File: src/rtl/core/bil_pkg.sv
// ----------------------------------------------------------------------------
// bil_pkg: shared definitions for the bounded indexed list
// Operation codes, status codes, default sizes and the shift control that
// the list controller broadcasts to every cell of the chain.
// ----------------------------------------------------------------------------
package bil_pkg;

  // Default sizes of the list.
  localparam int BIL_CAPACITY   = 16;
  localparam int BIL_DATA_WIDTH = 32;

  // Fixed widths of the item fields.
  localparam int KIND_W   = 3;
  localparam int VALUE_W  = 32;
  localparam int POS_W    = 4;
  localparam int COUNT_W  = 5;
  localparam int STATUS_W = 2;

  // Operation codes carried by an input item.
  typedef enum logic [KIND_W-1:0] {
    OP_PUSH_BACK  = 3'd0,
    OP_PUSH_FRONT = 3'd1,
    OP_POP_FRONT  = 3'd2,
    OP_INSERT_AT  = 3'd3,
    OP_REMOVE_AT  = 3'd4,
    OP_READ_AT    = 3'd5,
    OP_CLEAR      = 3'd6
  } kind_t;

  // Status codes returned with every result item.
  typedef enum logic [STATUS_W-1:0] {
    ST_OK    = 2'd0,
    ST_FULL  = 2'd1,
    ST_RANGE = 2'd2
  } status_t;

  // Shift command broadcast along the chain of cells.
  typedef struct packed {
    logic ins;  // open a gap at the position and load the new value there
    logic rem;  // close the gap at the position
  } shift_ctl_t;

endpackage

File: src/rtl/core/bil_cell.sv
// ----------------------------------------------------------------------------
// bil_cell: one storage cell of the list chain
// Holds one element and decides locally whether to hold, load the new
// value, take its lower neighbor (insert) or its upper neighbor (remove).
// ----------------------------------------------------------------------------
module bil_cell #(
  parameter int DATA_WIDTH = bil_pkg::BIL_DATA_WIDTH,
  parameter int IDX_W      = 4,
  parameter int INDEX      = 0
) (
  input  logic                  clk,
  input  bil_pkg::shift_ctl_t   ctl,
  input  logic [IDX_W-1:0]      pos,
  input  logic [DATA_WIDTH-1:0] load_val,
  input  logic [DATA_WIDTH-1:0] lower_val,
  input  logic [DATA_WIDTH-1:0] upper_val,
  output logic [DATA_WIDTH-1:0] q
);
  import bil_pkg::*;

  localparam logic [IDX_W-1:0] MyIdx = IDX_W'(INDEX);

  logic [DATA_WIDTH-1:0] q_next;

  // Pick the next content from the broadcast command and this cell's place.
  always_comb begin
    priority if (ctl.ins && (pos == MyIdx)) begin
      q_next = load_val;
    end else if (ctl.ins && (MyIdx > pos)) begin
      q_next = lower_val;
    end else if (ctl.rem && (MyIdx >= pos)) begin
      q_next = upper_val;
    end else begin
      q_next = q;
    end
  end

  // Element storage; contents are undefined until written.
  always_ff @(posedge clk) begin
    q <= q_next;
  end

endmodule

File: src/rtl/core/bounded_indexed_list.sv
// Result: each accepted item's result item is registered and appears in the cycle after acceptance.
// Throughput: one item per cycle while in_stall is low; every cell of the chain
// shifts, loads or holds together for each accepted item.
// Reset: clears the element count and the output valid; cell contents stay
// undefined until written and are never read before that.
// ----------------------------------------------------------------------------
// bounded_indexed_list: bounded ordered list of signed values
// Push, pop, insert, remove, read and clear on a packed chain of cells, with
// one registered result item (read value, count, status) per input item.
// ----------------------------------------------------------------------------
module bounded_indexed_list #(
  parameter int CAPACITY   = bil_pkg::BIL_CAPACITY,
  parameter int DATA_WIDTH = bil_pkg::BIL_DATA_WIDTH
) (
  input  logic                            clk,
  input  logic                            rst,
  // Input channel.
  input  logic                            in_valid,
  output logic                            in_stall,
  input  logic [bil_pkg::KIND_W-1:0]      kind,
  input  logic signed [bil_pkg::VALUE_W-1:0] item_value,
  input  logic [bil_pkg::POS_W-1:0]       position,
  // Output channel.
  output logic                            out_valid,
  input  logic                            out_stall,
  output logic signed [bil_pkg::VALUE_W-1:0] read_value,
  output logic [bil_pkg::COUNT_W-1:0]     count,
  output logic [bil_pkg::STATUS_W-1:0]    status
);
  import bil_pkg::*;

  localparam int IDX_W = $clog2(CAPACITY);
  localparam int CNT_W = $clog2(CAPACITY + 1);
  localparam int CMP_W = (CNT_W > POS_W) ? CNT_W : POS_W;
  localparam logic [CNT_W-1:0] CapCount = CNT_W'(CAPACITY);

  logic [DATA_WIDTH-1:0] cell_q [CAPACITY];
  logic [DATA_WIDTH-1:0] load_val;
  logic [DATA_WIDTH-1:0] rd_raw;
  logic [VALUE_W-1:0]    rd_wide;

  logic [CNT_W-1:0] fill_count;
  logic [CNT_W-1:0] fill_next;
  logic [CMP_W-1:0] pos_ext;
  logic [CMP_W-1:0] fill_ext;
  logic [IDX_W-1:0] pos_idx;
  logic [IDX_W-1:0] op_pos;
  logic             accept;
  logic             full;
  logic             empty;
  logic             do_read;
  shift_ctl_t       op_ctl;
  shift_ctl_t       cell_ctl;
  status_t          st;
  kind_t            op_kind;

  // Handshake: a new item enters whenever the output register is free or
  // is being emptied in the same cycle.
  assign in_stall = out_valid && out_stall;
  assign accept   = in_valid && !in_stall;

  assign pos_ext  = CMP_W'(position);
  assign fill_ext = CMP_W'(fill_count);
  assign pos_idx  = pos_ext[IDX_W-1:0];
  assign full     = (fill_count == CapCount);
  assign empty    = (fill_count == '0);
  assign op_kind  = kind_t'(kind);

  // Fit the incoming value to the cell width.
  if (DATA_WIDTH <= VALUE_W) begin : g_load_narrow
    assign load_val = item_value[DATA_WIDTH-1:0];
  end else begin : g_load_wide
    assign load_val = {{(DATA_WIDTH - VALUE_W){item_value[VALUE_W-1]}}, item_value};
  end

  // Decode the operation into a shift command, a status and the new count.
  always_comb begin
    op_ctl    = '0;
    op_pos    = pos_idx;
    st        = ST_OK;
    fill_next = fill_count;
    do_read   = 1'b0;
    unique case (op_kind)
      OP_PUSH_BACK: begin
        if (full) begin
          st = ST_FULL;
        end else begin
          op_ctl.ins = 1'b1;
          op_pos     = fill_count[IDX_W-1:0];
          fill_next  = fill_count + CNT_W'(1);
        end
      end
      OP_PUSH_FRONT: begin
        if (full) begin
          st = ST_FULL;
        end else begin
          op_ctl.ins = 1'b1;
          op_pos     = '0;
          fill_next  = fill_count + CNT_W'(1);
        end
      end
      OP_POP_FRONT: begin
        if (empty) begin
          st = ST_RANGE;
        end else begin
          op_ctl.rem = 1'b1;
          op_pos     = '0;
          fill_next  = fill_count - CNT_W'(1);
        end
      end
      OP_INSERT_AT: begin
        if (full) begin
          st = ST_FULL;
        end else if (pos_ext > fill_ext) begin
          st = ST_RANGE;
        end else begin
          op_ctl.ins = 1'b1;
          fill_next  = fill_count + CNT_W'(1);
        end
      end
      OP_REMOVE_AT: begin
        if (pos_ext >= fill_ext) begin
          st = ST_RANGE;
        end else begin
          op_ctl.rem = 1'b1;
          fill_next  = fill_count - CNT_W'(1);
        end
      end
      OP_READ_AT: begin
        if (pos_ext >= fill_ext) begin
          st = ST_RANGE;
        end else begin
          do_read = 1'b1;
        end
      end
      OP_CLEAR: begin
        fill_next = '0;
      end
      default: begin
      end
    endcase
  end

  // The chain only moves for an accepted item.
  assign cell_ctl = accept ? op_ctl : '0;

  // Chain of cells; cell 0 is the front of the list.
  for (genvar g = 0; g < CAPACITY; g++) begin : g_cell
    logic [DATA_WIDTH-1:0] lower_val;
    logic [DATA_WIDTH-1:0] upper_val;

    if (g == 0) begin : g_first
      assign lower_val = load_val;
    end else begin : g_lower
      assign lower_val = cell_q[g-1];
    end

    if (g == CAPACITY - 1) begin : g_last
      assign upper_val = cell_q[g];
    end else begin : g_upper
      assign upper_val = cell_q[g+1];
    end

    bil_cell #(
      .DATA_WIDTH(DATA_WIDTH),
      .IDX_W     (IDX_W),
      .INDEX     (g)
    ) u_cell (
      .clk      (clk),
      .ctl      (cell_ctl),
      .pos      (op_pos),
      .load_val (load_val),
      .lower_val(lower_val),
      .upper_val(upper_val),
      .q        (cell_q[g])
    );
  end

  // Read port: the selected cell, sign-extended or cut to the result width.
  assign rd_raw = cell_q[pos_idx];

  if (DATA_WIDTH >= VALUE_W) begin : g_rd_cut
    assign rd_wide = rd_raw[VALUE_W-1:0];
  end else begin : g_rd_ext
    assign rd_wide = {{(VALUE_W - DATA_WIDTH){rd_raw[DATA_WIDTH-1]}}, rd_raw};
  end

  // Element count.
  always_ff @(posedge clk) begin
    if (rst) begin
      fill_count <= '0;
    end else if (accept) begin
      fill_count <= fill_next;
    end
  end

  // Output register valid flag.
  always_ff @(posedge clk) begin
    if (rst) begin
      out_valid <= 1'b0;
    end else if (accept) begin
      out_valid <= 1'b1;
    end else if (!out_stall) begin
      out_valid <= 1'b0;
    end
  end

  // Output register payload.
  always_ff @(posedge clk) begin
    if (accept) begin
      read_value <= do_read ? rd_wide : '0;
      count      <= COUNT_W'(fill_next);
      status     <= st;
    end
  end

endmodule

File: config.mk
export PLATFORM = sky130hd
export DESIGN_NAME = bounded_indexed_list
export DESIGN_NICKNAME = d
export VERILOG_FILES = /design/src/rtl/core/bil_pkg.sv /design/src/rtl/core/bil_cell.sv /design/src/rtl/core/bounded_indexed_list.sv
export SDC_FILE = /design/constraint.sdc
export NUM_CORES = 1
export LEC_CHECK = 0
export BUFFER_PORTS_ARGS = -buffer_cell sky130_fd_sc_hd__buf_2
export CAP_MARGIN = 20
export CELL_PAD_IN_SITES_DETAIL_PLACEMENT = 0
export CELL_PAD_IN_SITES_GLOBAL_PLACEMENT = 1
export CORE_ASPECT_RATIO = 1.75
export CORE_MARGIN = 2
export CORE_UTILIZATION = 40
export CTS_BUF_LIST = sky130_fd_sc_hd__clkbuf_8
export DETAILED_ROUTE_END_ITERATION = 12
export PLACE_DENSITY_LB_ADDON = 0.1
export SLEW_MARGIN = 20
export SYNTH_ARGS = -nofsm -noshare
export SYNTH_HDL_FRONTEND = slang
export SYNTH_SLANG_ARGS = --single-unit
File: constraint.sdc
create_clock -name clk -period 6.8 [get_ports clk]
set_input_delay 1.02 -clock clk [delete_from_list [all_inputs] [get_ports clk]]
set_output_delay 1.02 -clock clk [all_outputs]
set_load 0.05 [all_outputs]
==> results.toml <==
[run_status]
status = "completed"

[sta]
finalHoldViolations = 0
setup_viol = 0
slew_headroom_pct = 22.44
clock_skew_ps = 42.04
drv_slew = 0
tightest_slew_ps = 1159
min_period_ps = 4785
setup_ws_ps = 2015
rsz0062_at_grt = "false"
clock.fmax_ghz = 0.2090
fin_crit_sh_pct = 70.36
setup_tns_ps = 0

[pwr]
ir_drop_uv = 169.3
power_leakage_nw = 11.91
total_power_mw = 8.158
powerDensity_nw_per_um2 = 236.3

[floorplan]
initial_core_util_pct = 40.31
die_area_um2 = 80310
io_pins = 84
core_um2 = 77360
fp-row-count = 135
die_y_um = 373.4
fp.dieW_um = 215.1

[synth]
synth_top_family_by_area = "multiplexers"
yosys_warnings = 0
postSynthAreaPerCell_um2 = 12.06
synthAdderAreaFrac_pct = 0.2808
ys_seq_elements = 557
synth_most_common_cell = "edfxtp_1"
synth_flop_cell = "edfxtp_1"
yosys-top-cells-count = "edfxtp_1, nand2_1, nor2_1, mux2i_1, mux4_2"
synth_top_cell_by_area = "edfxtp_1"
synthArstFlopShare_pct = 0
synthesis.instances = 2587
syn_nets = 2637
synth-seq-area-share_pct = 53.44
netlist_area_um2 = 31190
synth-edff-count = 551
synthXorXnorAreaFrac_pct = 0.02808
synth_top_area_share_pct = 53.05
yosys.cell_types.count = 66
synthMuxAreaShare_pct = 20.22
synth_area_leaders = "edfxtp_1, mux4_2, mux2i_1"
synth-simple-area-share_pct = 11.30
synth_compound_area_share_pct = 11.34

[placement]
pre_cts_ws_ps = 1855
place_area_um2 = 32890
gp_congestion = 0.8504
hpwl_um = 74980
port_buffers = 83

[clocking]
cts_sinks = 557
cts.htree.levels = 3
clock_latency_ps = 770
hold_buffers = 0
clk_path_buf_depth = 3
cts_setup_buffers = 0
cts_tree = "done"
clockRootBuffer = "clkbuf_8"
cts.reportedPaths.clkPinSlew_ps = 70
cts_buffers = 90
cts-resized-gates = 0

[drt]
wl_um = 119100
drc = 0
via_count = 23290
wl_per_cell_um = 32.15
dr.pass1.iters = 6
via_per_inst = 6.288
drt_iter0_markers = 2245
ant_nets = 0

[global_route]
grt.overflow.total = 0
grt_max_degree = 65
grt_pass1_vias = 23480
grt_util_all_layers_pct = 29.32
grt_antenna_before_repair = 2
grt_pass1_wl_um = 169900

[worst_hold_path]
hp-start = "in_valid"
min_to = "out_valid$_SDFFE_PP0P_"
hp-class = "in -> reg"
min_path_cells = 3

[critical_path]
arrival_ps = 5180
critPathMaxFanout = 17
timing.rr.start = "fill_count[2]$_SDFFE_PP0P_"
r2r_cells = 10
critPathKind = "reg -> reg"
r2r-end = "g_cell[6].u_cell.q[20]$_DFFE_PP_"
critPathCaptureType = "flip-flop"
start_kind = "flip-flop"
regToRegSetupSlack_ps = 2020
cp.required_ps = 7190

[finish]
drive_gt1_share_pct = 20.86
finish.instance_area_um2 = 34530
nNetsFinal = 2654
finish.utilization_pct = 44.64
area_delta_synth_final_pct = 10.72

[job]
cap_violations = 0
-- flip-flops by register name, summed over array words and instances (netlist names) --
signal and cells:
status 2, count 5, out_valid 1, read_value 32, fill_count 5, g_cell.u_cell.q 512
-- logic make-up (layout without fill, tap and decap cells) --
family	Yosys count	count (layout)
XOR/XNOR	1	1
AND/OR/NAND/NOR	805	805
flip-flops	557	557
adder cells (fa/ha/maj)	7	7
AO/OA/AOI/OAI	552	552
other	0	1
buffers and inverters	243	331
multiplexers	422	422
-- where the power goes --
| part | total (mW) | switching (mW) | internal [mW] |
|---|---|---|---|
| clock network | 2.84 | 1.49 | 1.35 |
| registers | 4.11 | 0.119 | 3.99 |
| logic | 1.21 | 0.782 | 0.425 |
-- cells in the final DEF, fill, tap and decap left out, types with 7 or more instances in the layout --
cell / synthesis / layout
a21oi_1: 83 / 75
a21oi_4: 0 / 10
a221o_1: 65 / 65
a22oi_1: 34 / 34
a31oi_1: 68 / 67
and2_1: 34 / 34
buf_12: 0 / 8
buf_2: 57 / 81
buf_4: 2 / 62
clkbuf_8: 0 / 91
clkinv_1: 1 / 19
clkinv_2: 0 / 15
edfxtp_1: 551 / 551
ha_1: 7 / 7
inv_1: 9 / 38
mux2_1: 11 / 11
mux2_2: 54 / 54
mux2i_1: 197 / 197
mux4_2: 160 / 160
nand2_1: 392 / 389
nor2_1: 255 / 246
nor2_4: 2 / 16
nor2b_1: 67 / 67
o21ai_0: 152 / 152
o21ai_1: 29 / 28
o22ai_1: 97 / 96
-- cell type report --
class	count	area, um^2
inverter	12	47.55
sequential	557	16670
tap	1027	1285
multi-input combinational	1787	13750
clock inverter	73	402.9
antenna	1	2.502
fill	7223	42830
clock buffer	90	1239
timing repair buffer	156	1139
-- layer usage --
metal	wire length [um]	GRT usage (%)	part of all wire [%]
met1	42000	32.80	35
met2	63590	54.00	53
met5	0	0	0
met4	6434	14.89	5.4
met3	7039	4.111	5.9
-- stage by stage --
stage / hold slack [ps] / cells
6_report: 534.2 / 3703
3_3_place_gp: 551.7 / 3535
4_1_cts: 451.7 / 3702
2_1_floorplan: 520.7 / 2587
3_5_place_dp: 556.4 / 3539
5_1_grt: 547.0 / 3703
-- worst max path at each step --
stage                               start                                 to  slack (ps)  cells past startpoint
6_report       fill_count[2]$_SDFFE_PP0P_   g_cell[6].u_cell.q[20]$_DFFE_PP_        2020                     10
5_1_grt        fill_count[2]$_SDFFE_PP0P_   g_cell[6].u_cell.q[22]$_DFFE_PP_        1770                     10
4_1_cts        fill_count[2]$_SDFFE_PP0P_  g_cell[13].u_cell.q[14]$_DFFE_PP_        2050                     12
3_5_place_dp                  position[0]   g_cell[6].u_cell.q[24]$_DFFE_PP_        1850                     10
3_3_place_gp                  position[0]   g_cell[12].u_cell.q[5]$_DFFE_PP_        1790                     10
2_1_floorplan                 position[3]    g_cell[1].u_cell.q[0]$_DFFE_PP_        1560                      8
-- critical path: stages (launching register included) --
cell and delay, ps:
dfxtp_1 690, inv_1 260, ha_1 330, nand3b_1 210, a21oi_1 120, o221ai_2 490, nand2_1 280, a21oi_1 250
nand2_1 390, a21oi_4 880, buf_4 490
Power figures use the tool's default switching activity.
